===== src/hdl/assert_macros.svh =====
// Assertion helpers included by the filter RTL.
`ifndef ASSERT_MACROS_SVH
`define ASSERT_MACROS_SVH

// Same-cycle implication, quiet while in reset.
`define IC3_ASSERT_NOW(lbl, clk, rst_n, ante, cons, msg) \
  lbl: assert property (@(posedge clk) disable iff (!rst_n) (ante) |-> (cons)) else $error(msg);

// Next-cycle implication, quiet while in reset.
`define IC3_ASSERT_NEXT(lbl, clk, rst_n, ante, cons, msg) \
  lbl: assert property (@(posedge clk) disable iff (!rst_n) (ante) |=> (cons)) else $error(msg);

`endif


===== src/hdl/ic3_pkg.sv =====
`timescale 1ns / 1ps
package ic3_pkg;

  localparam int MAX_WIDTH    = 2048;
  localparam int MAX_HEIGHT   = 4096;
  localparam int MAX_CHANNELS = 4;
  localparam int KERNEL_TAPS  = 3;
  localparam int NUM_TAPS     = KERNEL_TAPS * KERNEL_TAPS;
  localparam int ADDR_W       = $clog2(MAX_WIDTH);
  localparam int WIDTH_W      = 12;
  localparam int HEIGHT_W     = 13;
  localparam int CHAN_W       = 3;
  localparam int COL_W        = 12;
  localparam int ROW_W        = 13;
  localparam int IDX_W        = 26;
  localparam int PIX_W        = 32;
  localparam int KROW_W       = 48;
  localparam int CFG_IDX_W    = 3;
  localparam int COEF_W       = 16;
  localparam int PROD_W       = 25;
  localparam int SUM_W        = 28;
  localparam int FRAC_W       = 8;
  localparam int Q_W          = SUM_W - FRAC_W;
  localparam int BYTE_MAX     = 255;

  typedef enum logic [CFG_IDX_W-1:0] {
    CFG_KERNEL_ROW0   = 3'd0,
    CFG_KERNEL_ROW1   = 3'd1,
    CFG_KERNEL_ROW2   = 3'd2,
    CFG_CLAMP_MODE    = 3'd3,
    CFG_IMAGE_WIDTH   = 3'd4,
    CFG_IMAGE_HEIGHT  = 3'd5,
    CFG_CHANNEL_COUNT = 3'd6
  } cfg_idx_t;

  typedef logic [7:0] byte_t;
  typedef logic signed [COEF_W-1:0] coef_t;

  typedef struct packed {
    logic  kind;
    byte_t in_ch0;
    byte_t in_ch1;
    byte_t in_ch2;
    byte_t in_ch3;
  } in_item_t;

  typedef struct packed {
    byte_t out_ch0;
    byte_t out_ch1;
    byte_t out_ch2;
    byte_t out_ch3;
    logic  frame_end;
  } out_item_t;

endpackage


===== src/hdl/ic3_merge.sv =====
`timescale 1ns / 1ps
module ic3_merge import ic3_pkg::*; (
  input  logic      clk,
  input  logic      rst_n,
  input  logic      push,
  input  out_item_t push_item,
  input  logic      out_ready,
  output logic      out_valid,
  output out_item_t out_item,
  output logic      skid_full
);

  logic      out_v_r, out_v_nxt;
  logic      sk_v_r, sk_v_nxt;
  out_item_t out_d_r, sk_d_r;
  logic      out_free;

  assign out_free = !out_v_r || out_ready;

  always_comb begin
    out_v_nxt = out_v_r;
    sk_v_nxt  = sk_v_r;
    if (out_free) begin
      out_v_nxt = sk_v_r || push;
      sk_v_nxt  = 1'b0;
    end else if (push) begin
      sk_v_nxt = 1'b1;
    end
  end

  always_ff @(posedge clk) begin
    if (!rst_n) begin
      out_v_r <= 1'b0;
      sk_v_r  <= 1'b0;
    end else begin
      out_v_r <= out_v_nxt;
      sk_v_r  <= sk_v_nxt;
    end
    if (out_free) begin
      out_d_r <= sk_v_r ? sk_d_r : push_item;
    end else if (push) begin
      sk_d_r <= push_item;
    end
  end

  assign out_valid = out_v_r;
  assign out_item  = out_d_r;
  assign skid_full = sk_v_r;

endmodule


===== config.mk =====
export PLATFORM = sky130hd
export DESIGN_NAME = ic3_merge
export DESIGN_NICKNAME = d
export VERILOG_FILES = /design/src/hdl/assert_macros.svh /design/src/hdl/ic3_pkg.sv /design/src/hdl/ic3_merge.sv
export SDC_FILE = /design/constraint.sdc
export NUM_CORES = 1
export LEC_CHECK = 0
export BUFFER_PORTS_ARGS = -buffer_cell sky130_fd_sc_hd__clkbuf_2
export CAP_MARGIN = 20
export CORE_MARGIN = 1
export CORE_UTILIZATION = 55
export DETAILED_ROUTE_END_ITERATION = 8
export GPL_TIMING_DRIVEN = 0
export PLACE_DENSITY = 0.83
export SKIP_LAST_GASP = 1
export SLEW_MARGIN = 25
export SYNTH_ARGS = -nofsm -noshare
export SYNTH_HDL_FRONTEND = slang
export SYNTH_SLANG_ARGS = --single-unit

===== constraint.sdc =====
create_clock -name clk -period 6.9 [get_ports clk]
set_input_delay 0.69 -clock clk [delete_from_list [all_inputs] [get_ports clk]]
set_output_delay 0.69 -clock clk [all_outputs]
set_load 0.03 [all_outputs]

# == Word level (Yosys, flattened, before mapping) ==
# Cells that the tools add are included.
# classes
bitwise,2
mux,1
reduce_logical,5
# ops
operator,count
33-bit two-way mux,1
1-bit logical OR,2
1-bit inverter,2
2-bit AND reduction,1
2-bit OR reduction,1
1-bit logical NOT,1
# totals
output_inout_bits,35
wordCells,20
ff_bits,68

# == Logic depth before layout (Yosys ltp) ==
# logic_depth
word_depth,4
depth_mapped,4
ltp_nobuf,2

# == Least setup slack after synthesis ==
# Ideal clock, no wire load.
# synth_path
path_type,input to register
start,input out_ready
end,"register sk_d_r[0] (netlist bit), enable pin"
arrival_ns,3.083
required_time_ns,6.477
n_path_buf,0
setup_time_ns,0.423
setup_slack_ns,3.394
stages,2
path_cell_list,nand2b_1 nor2_1
# synth_between
elab_chain_len,3
# synth_lines
item,line,source
"start, declared",ic3_merge.sv:7,"input logic out_ready,"
1-bit logical OR,ic3_merge.sv:18,assign out_free = !out_v_r || out_ready;
1-bit inverter (no source line),-,
2-bit AND reduction (no source line),-,
"end signal, assigned",ic3_merge.sv:42,sk_d_r <= push_item;
"end, declared",ic3_merge.sv:15,"out_item_t out_d_r, sk_d_r;"
# No other way between the ends.
# A chain may end at the register's enable or synchronous reset.

# == Final worst setup path ==
# layout_path
start,input out_ready
end,"register sk_d_r[4] (netlist bit), enable pin"
# layout_between
elab_chain_len,3
# layout_lines
item,line,source
1-bit logical OR,ic3_merge.sv:18,
named net out_free,ic3_merge.sv:16,logic out_free;
1-bit inverter (no source line),-,
2-bit AND reduction (no source line),-,
# The timed path passes the listed nets, and every way through them passes these cells.

==> results.md <==
- Status: finished with violations
- Failing checks: design-rule violations
- Post-synth cell types: 12
- Flops & latches, synth: ~70
- Worst skew pair latency: between 300 and 400 ps
- First-pass GRT wire length: roughly 6.5 mm
- GR Util All Layers: roughly 18%
- Area contributors post-synth: edfxtp_1 (76%), mux2_4 (17%), buf_12 (2.3%), mux2_2 (1.7%), dfxtp_1 (1.5%)
- Commonest cells post-synth: edfxtp_1 (66), mux2_4 (29), mux2_2 (4), buf_12 (3), dfxtp_1 (2)
- I/O pins: 72
- Layout cell share with drive strength beyond 1: between 60% and 70%
- Nets: 232
- Max Clk Rate: 541 MHz
- Post-synth top area cell: edfxtp_1
- Vias in the first global route: between 1000 and 1500
- Worst vdd ir: 0.157 mV
- Setup Buffers After CTS: 0
- Async SR Flop Fraction: 0%
- Worst EP required: about 6900 ps
- Largest family of logic cells by synthesized area: multiplexers
- Detailed Place HPWL: between 2 and 3 mm
- Full die area: 5030 sq um
- Final hold vios: 0
- Critical Path Start Type: input port
- Post-Synth Adder-Cell Area: 0%
- Drt total wl: slightly above 4 mm
- Core area: between 4000 and 5000 sq um
- Multiplexer share of the synthesized area: a little under a fifth
- Slew @ Worst Pin: 479 ps
- Synth Area in Compound Gates: less than 1%
- Initial antenna violation count: 0
- Worst setup EP type: flip-flop
- Clock Sinks: 68
- Unrepaired setup endpoints after global routing: false
- Synth Area per Inst: 23.5 sq um
- Largest net degree at the start of global routing: 24
- YS warnings: 0
- PwrDens: about 260 nW/um^2
- Die W: slightly above 70 um
- DR vias: 1276
- # hold bufs at CTS: 0
- Remaining DRCs: 10
- Drt pass-1 iters: 7
- XOR/XNOR Fraction of Synth Area: 0%
- Syn Inst Count: between 100 and 150
- Final setup TNS: 0 ps
- Clk slew on worst S/H paths: 60 ps
- Layout Cells excl Fill: around 250
- Period minus WS final: about 1800 ps
- Leakage: around 1.3 nW
- Main synth FF type: edfxtp_1
- Placed Area: 3100 sq um
- Port Buffers: 71
- Fin crit share: approximately 27%
- Antenna diodes: 0
- GRT Residual Overflow: 0
- Critical path class: in -> reg
- Die height: 70.9 um
- Worst hold path type: in -> reg
- Arr. time, crit path: roughly 1900 ps
- Initial Util: 58.4%
- Most frequent cell after synthesis: edfxtp_1
- Longest Clk Path Bufs: 2
- Core Rows: 24
- H-tree depth: 3
- Num CTS Buffers: 9
- Syn Nets: 148
- Via density: around 5
- Post-cts sizing count: 0
- Synth top area share: around three quarters
- Slew headroom: about two thirds
- Area delta synth->final: 24.3%
- Final Max Tran Viols: 0
- Sequential element share of the synthesized area: 77.4%
- Clock tree from TritonCTS: built
- ANT nets after route: 0
- Clock Skews: roughly 4.4 ps
- CP Max Fanout: 21
- Wire length per cell: between 15 and 20 um
- Synth Area in Simple Gates: approximately 1.1%
- Post-route cell area: 3250 sq um
- Iteration-0 DRC Markers: roughly 100
- Gpl congestion: between 0.6 and 0.7
- Max_cap viols: 0
- Final setup vio count: 0
- Clock tree root driver cell: clkbuf_8
- Cell Area, Synth: about 2600 sq um
- Post-synth EDFFs: 66
- Worst Hold Margin: 551 ps
- Placed cell count: approximately 240
## path summary, 6_finish.rpt
check             slack, ps                   start  cells after the start                     to
setup / recovery       5050               out_ready                      4    sk_d_r[4]$_DFFE_PP_
hold reg to reg         550     sk_d_r[1]$_DFFE_PP_                      1  out_item[1]$_DFFE_PP_
setup reg to reg       5250  out_valid$_SDFFE_PN0P_                      3    sk_d_r[4]$_DFFE_PP_
hold / removal          550           push_item[30]                      1   sk_d_r[30]$_DFFE_PP_
## report_power, final
| group | internal (mW) | leakage [nW] | total, mW | switching [mW] |
|---|---|---|---|---|
| Clock | 0.125 | 0.0780 | 0.255 | 0.130 |
| Sequential | 0.476 | 0.659 | 0.482 | 0.00552 |
| Combinational | 0.0371 | 0.582 | 0.0927 | 0.0556 |
## state kept, by name, indices dropped and copies added (netlist names)
name and count:
sk_d_r 33, out_item 33, out_valid 1, skid_full 1
## per-stage QoR
| step | setup slack [ps] | total power [mW] | utilization (%) |
|---|---|---|---|
| finish | 5050 | 0.830 | 72.6 |
| global route | 4990 | 0.858 | 72.6 |
| CTS | 5030 | 0.839 | 72.6 |
| detailed placement | 4680 | 0.585 | 69.3 |
| global placement | 2410 | 0.578 | 67.8 |
| floorplan | 3390 | 0.549 | - |
## critical path: stages
cell      delay [ps]
clkbuf_2          80
nand2b_2         390
nor2_4           470
buf_16           230
## per-layer routing
layer / vias to the layer above / routed length, um / global-route usage (%) / share of wire, %
met5: - / 0 / 0 / 0
met4: 0 / 64 / 10.7 / 1.6
met3: 7 / 257 / 6.27 / 6.2
met2: 54 / 2180 / 29.8 / 53
met1: 611 / 1630 / 21.0 / 39
li1: 604 / - / - / -
## area by class of cell
class	instances	area, sq um
multi-input combinational	38	527
tap	52	65.1
clock buffer	11	131
fill	283	1230
clock inverter	4	17.5
inverter	1	3.75
buffer	4	71.3
timing repair buffer	73	410
sequential	68	2020
## kinds of logic (layout without fill, tap and decap cells)
group / after synthesis / in the layout
compound gates: 1 / 1
buf+inv: 5 / 93
flops: 68 / 68
mux: 33 / 33
simple gates: 4 / 4
## placed cells by master (no fill, tap or decap), drive strengths merged
| cell | n |
|---|---|
| nor2 | 2 |
| dfxtp | 2 |
| edfxtp | 66 |
| a21boi | 1 |
| buf | 6 |
| nor3b | 1 |
| clkbuf | 82 |
| inv | 1 |
| nand2b | 1 |
| mux2 | 33 |
| clkinv | 4 |
Power figures use the tool's default switching activity.
