`config.mk`:
```
export PLATFORM = sky130hd
export DESIGN_NAME = ic3_lane
export DESIGN_NICKNAME = d
export VERILOG_FILES = /design/src/hdl/assert_macros.svh /design/src/hdl/ic3_pkg.sv /design/src/hdl/ic3_lane.sv
export SDC_FILE = /design/constraint.sdc
export NUM_CORES = 2
export LEC_CHECK = 0
export ABC_CLOCK_PERIOD_IN_PS = 8050
export BUFFER_PORTS_ARGS = -buffer_cell sky130_fd_sc_hd__buf_2
export CORE_ASPECT_RATIO = 0.5
export CORE_UTILIZATION = 40
export DETAILED_ROUTE_END_ITERATION = 8
export SLEW_MARGIN = 20
export SYNTH_ARGS = -nofsm -noshare
export SYNTH_HDL_FRONTEND = slang
export SYNTH_SLANG_ARGS = --single-unit
```
`constraint.sdc`:
```
create_clock -name clk -period 8.05 [get_ports clk]
set_clock_uncertainty 0.1 [all_clocks]
set_input_delay 1.61 -clock clk [delete_from_list [all_inputs] [get_ports clk]]
set_output_delay 1.61 -clock clk [all_outputs]
set_load 0.1 [all_outputs]
```
`src/hdl/assert_macros.svh`:
```
// Assertion helpers included by the filter RTL.
`ifndef ASSERT_MACROS_SVH
`define ASSERT_MACROS_SVH

// Same-cycle implication, quiet while in reset.
`define IC3_ASSERT_NOW(lbl, clk, rst_n, ante, cons, msg) \
  lbl: assert property (@(posedge clk) disable iff (!rst_n) (ante) |-> (cons)) else $error(msg);

// Next-cycle implication, quiet while in reset.
`define IC3_ASSERT_NEXT(lbl, clk, rst_n, ante, cons, msg) \
  lbl: assert property (@(posedge clk) disable iff (!rst_n) (ante) |=> (cons)) else $error(msg);

`endif

```
`src/hdl/ic3_pkg.sv`:
```
`timescale 1ns / 1ps
package ic3_pkg;

  localparam int MAX_WIDTH    = 2048;
  localparam int MAX_HEIGHT   = 4096;
  localparam int MAX_CHANNELS = 4;
  localparam int KERNEL_TAPS  = 3;
  localparam int NUM_TAPS     = KERNEL_TAPS * KERNEL_TAPS;
  localparam int ADDR_W       = $clog2(MAX_WIDTH);
  localparam int WIDTH_W      = 12;
  localparam int HEIGHT_W     = 13;
  localparam int CHAN_W       = 3;
  localparam int COL_W        = 12;
  localparam int ROW_W        = 13;
  localparam int IDX_W        = 26;
  localparam int PIX_W        = 32;
  localparam int KROW_W       = 48;
  localparam int CFG_IDX_W    = 3;
  localparam int COEF_W       = 16;
  localparam int PROD_W       = 25;
  localparam int SUM_W        = 28;
  localparam int FRAC_W       = 8;
  localparam int Q_W          = SUM_W - FRAC_W;
  localparam int BYTE_MAX     = 255;

  typedef enum logic [CFG_IDX_W-1:0] {
    CFG_KERNEL_ROW0   = 3'd0,
    CFG_KERNEL_ROW1   = 3'd1,
    CFG_KERNEL_ROW2   = 3'd2,
    CFG_CLAMP_MODE    = 3'd3,
    CFG_IMAGE_WIDTH   = 3'd4,
    CFG_IMAGE_HEIGHT  = 3'd5,
    CFG_CHANNEL_COUNT = 3'd6
  } cfg_idx_t;

  typedef logic [7:0] byte_t;
  typedef logic signed [COEF_W-1:0] coef_t;

  typedef struct packed {
    logic  kind;
    byte_t in_ch0;
    byte_t in_ch1;
    byte_t in_ch2;
    byte_t in_ch3;
  } in_item_t;

  typedef struct packed {
    byte_t out_ch0;
    byte_t out_ch1;
    byte_t out_ch2;
    byte_t out_ch3;
    logic  frame_end;
  } out_item_t;

endpackage

```
`src/hdl/ic3_lane.sv`:
```
`timescale 1ns / 1ps
module ic3_lane import ic3_pkg::*; (
  input  logic  clk,
  input  logic  adv,
  input  byte_t tap [NUM_TAPS],
  input  coef_t coef [NUM_TAPS],
  input  logic  clamp_mode,
  output byte_t result
);

  logic signed [PROD_W-1:0] prod_r [NUM_TAPS];
  logic signed [SUM_W-1:0]  sum_r;
  logic signed [SUM_W-1:0]  sum_nxt;
  logic signed [SUM_W-1:0]  biased;
  logic signed [Q_W-1:0]    q;
  byte_t                    result_r;
  byte_t                    result_nxt;

  // sum of nine products
  always_comb begin
    sum_nxt = '0;
    for (int i = 0; i < NUM_TAPS; i++) begin
      sum_nxt = sum_nxt + {{(SUM_W-PROD_W){prod_r[i][PROD_W-1]}}, prod_r[i]};
    end
  end

  // divide by 256 toward zero, then wrap or clamp
  always_comb begin
    biased = sum_r[SUM_W-1] ? sum_r + SUM_W'(BYTE_MAX) : sum_r;
    q      = biased[SUM_W-1:FRAC_W];
    if (clamp_mode) begin
      if (q < 0) begin
        result_nxt = '0;
      end else if (q > Q_W'(BYTE_MAX)) begin
        result_nxt = 8'(BYTE_MAX);
      end else begin
        result_nxt = q[7:0];
      end
    end else begin
      result_nxt = q[7:0];
    end
  end

  always_ff @(posedge clk) begin
    if (adv) begin
      for (int i = 0; i < NUM_TAPS; i++) begin
        prod_r[i] <= coef[i] * $signed({1'b0, tap[i]});
      end
      sum_r    <= sum_nxt;
      result_r <= result_nxt;
    end
  end

  assign result = result_r;

endmodule

```
# Word level (Yosys, flattened, before mapping)
# Memories as Yosys holds them, arrays and structs flattened.
# Cells that the tools add are included.
# word_totals
memories	1
reg_bits	36
in_bits	219
ramBits	225
wordCells	29
# classes
multipliers	9
magnitude_cmp	2
add_sub_neg	9
n_mux	6
# mem_list
memory	depth	width	rd	rd_clocked_by_memory_dff	write_ports	line	source
prod_r	9	25	9	0	9	ic3_lane.sv:11	logic signed [PROD_W-1:0] prod_r [NUM_TAPS];
# op_table
cell	n
$mul A16 B9 Y25	9
$add A28 B28 Y28	5
$add A27 B25 Y28	1
$add A28 B9 Y28 const B	1
$mux W28	1
$add A26 B25 Y27	1
$add A25 B25 Y26	1
$mux W8	3
$gt A20 B9 Y1 const B	1
$lt A20 B1 Y1 const B	1
$mux W1	2

# Longest topological paths before layout
# logic_depth
word_depth	8
depth_mapped	20

# Least setup slack after synthesis
# OpenSTA, ideal clock, no wires.
# synth_timing
path_type	in2reg
startpoint	input tap[24] (netlist bit)
endpoint	memory prod_r[5][24] (netlist: prod_r[0][149]), data pin
required_time_ns	7.690
path_slack_ns	1.573
n_path_buf	1
t_arrival_ns	6.117
path_stages	17
setup_ns	0.260
path_cell_list	clkbuf_1 -> nand2_1 -> fa_1 -> inv_1 -> fa_1 -> fa_1 -> inv_1 -> fa_1 -> inv_1 -> ha_1 -> a2111o_1 -> o21a_1 -> a221o_1 -> a211oi_1 -> o311ai_0 -> a21oi_1 -> xnor2_1
# synth_rtl
element	line	source
start: declaration	ic3_lane.sv:5	input byte_t tap [NUM_TAPS],
end: declaration	ic3_lane.sv:11	

==> reports/metrics.cfg <==
[floorplanning]
core_sq_mm=0.136
start_util_pct=40.7
rows=95
die_area_sq_mm=0.140
dieWidth_um=528
ios=227
die_h_um=265

[critical_path]
r2r-start=prod_r[0][177]$_DFFE_PP_
critical_path_buf_inv_count=4
crit_arrival_ns=6.61
crit_slowest_cell=fa_1
worstPathRequired_ns=8.31
cp_cell_sequence=buf_2 -> nand2_1 -> fa_1 -> inv_1 -> ha_1 -> ha_1 -> inv_1 -> fa_1 -> inv_1 -> ha_1 -> fa_1 -> a211oi_1 -> nor2_1 -> or4_1 -> a32oi_1 -> a2111oi_0 -> a2111oi_2 -> a21oi_1 -> xnor2_1
crit_fanout=16
critPathLaunch=tap[40]
critPathMaxStageDelay_ns=0.56
path_class=input pin to flip-flop
cp-start-kind=input pin
cp_top_family=adder cells
critPathCaptureType=flip-flop
reg2reg_slack_ns=2.42

[job]
drv_cap=0

[run_status]
status=finished clean

[place]
port-buffer-count=226
place_congestion=0.868
hpwlAfterDp_mm=107

[clocking]
path_clk_slew_ns=0.07
cts_tree=yes
cts.sinks=261
cts_root_buf=clkbuf_16
clockBufferDepth=3
clk_latency_ns=0.60
h-tree-depth=1
numCtsBuffers=27
post_cts_resized=0
post-cts-setup-buffer-count=0
cts_hold_buffers=0

[timing]
final.setup.tns_ns=0
period_minus_slack_ns=6.36
hold_violations=0
slew_viol_final=0
worst_pin_slew_ns=1.01
fin_crit_sh_pct=79.0
rsz0062_at_grt=false
fmax_mhz=157
slew_headroom_pct=32.3
finalSetupViolCount=0

[logic_synthesis]
synth_cell_type_count=67
ys.flop_type=edfxtp_1
synth_nets=7642
ys_seq_area_share_pct=14.2
synth_seq_cells=261
async_reset_ff_share_pct=0
synth_edf_count=261
synth_area_sq_mm=0.0553
yosys_warnings=0
syn_inst=5850
avgSynthCellArea_sq_um=9.45

[final_layout]
n_fill_cell=13341
final_cell_mix=inv_1, fa_1, nand2_1
finalNetCount=7819
post_route_cells_drive_above_1_share_pct=4.81
final_common_cell=inv_1
syn2layout_area_growth_pct=7.37

[routing]
ant_nets=0
drt_pre_antenna_iters=6
via_per_inst=4.74
drtIter0Drc=1880
drcViolationCount=0
num_vias=37410
wirelength_mm=124
wl_per_cell_um=15.7

[global_routing]
grtUsageTotal_pct=18.6
grt_pass1_vias=39198
grt_max_degree=132
grt_pass1_wl_mm=207
grt_antenna_before_repair=16
globalRouteOverflowTotal=0

[min_path]
hp-class=flip-flop to flip-flop
worstHoldStart=sum_r[10]$_DFFE_PP_

==> per-stage QoR <==
step | hold WS (ns) | setup WS, ns | cell area (sq um) | cells | utilization (%)
floorplan | 0.525 | 1.57 | 55300 | 5850 | -
global placement | 0.582 | 1.22 | 58400 | 7841 | 43.1
detailed placement | 0.573 | 1.11 | 58400 | 7841 | 43.1
CTS | 0.587 | 1.75 | 59300 | 7889 | 43.7
global route | 0.622 | 1.49 | 59300 | 7896 | 43.7
finish | 0.601 | 1.69 | 59300 | 7898 | 43.8
==> worst paths after layout <==
path	to	cells after the start
hold reg to reg	result[2]$_DFFE_PP_	2
setup reg to reg	sum_r[26]$_DFFE_PP_	17
setup / recovery	prod_r[0][99]$_DFFE_PP_	19
hold / removal	result[2]$_DFFE_PP_	2
==> logic make-up after synthesis <==
group                      after synthesis  synth area share [%]
adders and majority gates             1573                  50.5
and+or+nand+nor                       1572                  14.3
AOI/OAI and AO/OA                      454                  5.40
buffers and inverters                 1759                  11.9
muxes                                    4                0.0725
DFF                                    261                  14.2
xor gates and xnor gates               227                  3.60
==> layer usage <==
layer / track usage [%] / part of all wire, % / wire length, um
met1: 26.2 / 46 / 57500
met2: 31.7 / 48 / 59700
met3: 1.93 / 4.4 / 5420
met4: 2.36 / 1.1 / 1330
met5: 0 / 0.076 / 94
==> synthesized netlist by cell type, drive strengths merged, types with 34 or more instances <==
cell	n	share of area (%)
and2	612	6.9
o21ai	77	0.70
nand2	626	4.3
o21a	34	0.46
xor2	36	0.57
nor3	38	0.34
nand3	46	0.42
a21oi	156	1.4
inv	1678	11
nor2	118	0.80
clkbuf	81	0.55
xnor2	191	3.0
edfxtp	261	14
fa	1095	40
ha	478	11
==> worst reg2reg max path, stage by stage, from the launching register on <==
cell      delay [ns]
edfxtp_1        0.46
fa_1            0.70
fa_1            0.52
fa_1            0.55
inv_1           0.05
fa_1            0.47
inv_1           0.04
ha_1            0.21
inv_1           0.09
fa_1            0.21
nor2b_1         0.06
o31a_1          0.29
o41ai_1         0.39
nand2_1         0.23
a311oi_1        0.49
nor3_1          0.16
o211ai_1        0.20
nand3b_1        0.13
==> sequential cells by signal, indices dropped and copies added (netlist names) <==
| register | cells |
|---|---|
| result | 8 |
| sum_r | 28 |
| prod_r | 225 |
==> cell type report <==
cell class | count | area [sq um] | share of cell area [%]
Multi-Input combinational cell | 3830 | 40800 | 68.8
Sequential cell | 261 | 7840 | 13.2
Inverter | 1678 | 6300 | 10.6
Tap cell | 1843 | 2310 | 3.89
Timing Repair Buffer | 229 | 1180 | 1.98
Clock buffer | 28 | 679 | 1.14
Clock inverter | 20 | 194 | 0.327
Antenna cell | 9 | 22.5 | 0.0380
Power is left out: the tool's default activity adds up to more than one toggle a clock period on the data nets, which glitch-free logic cannot reach.
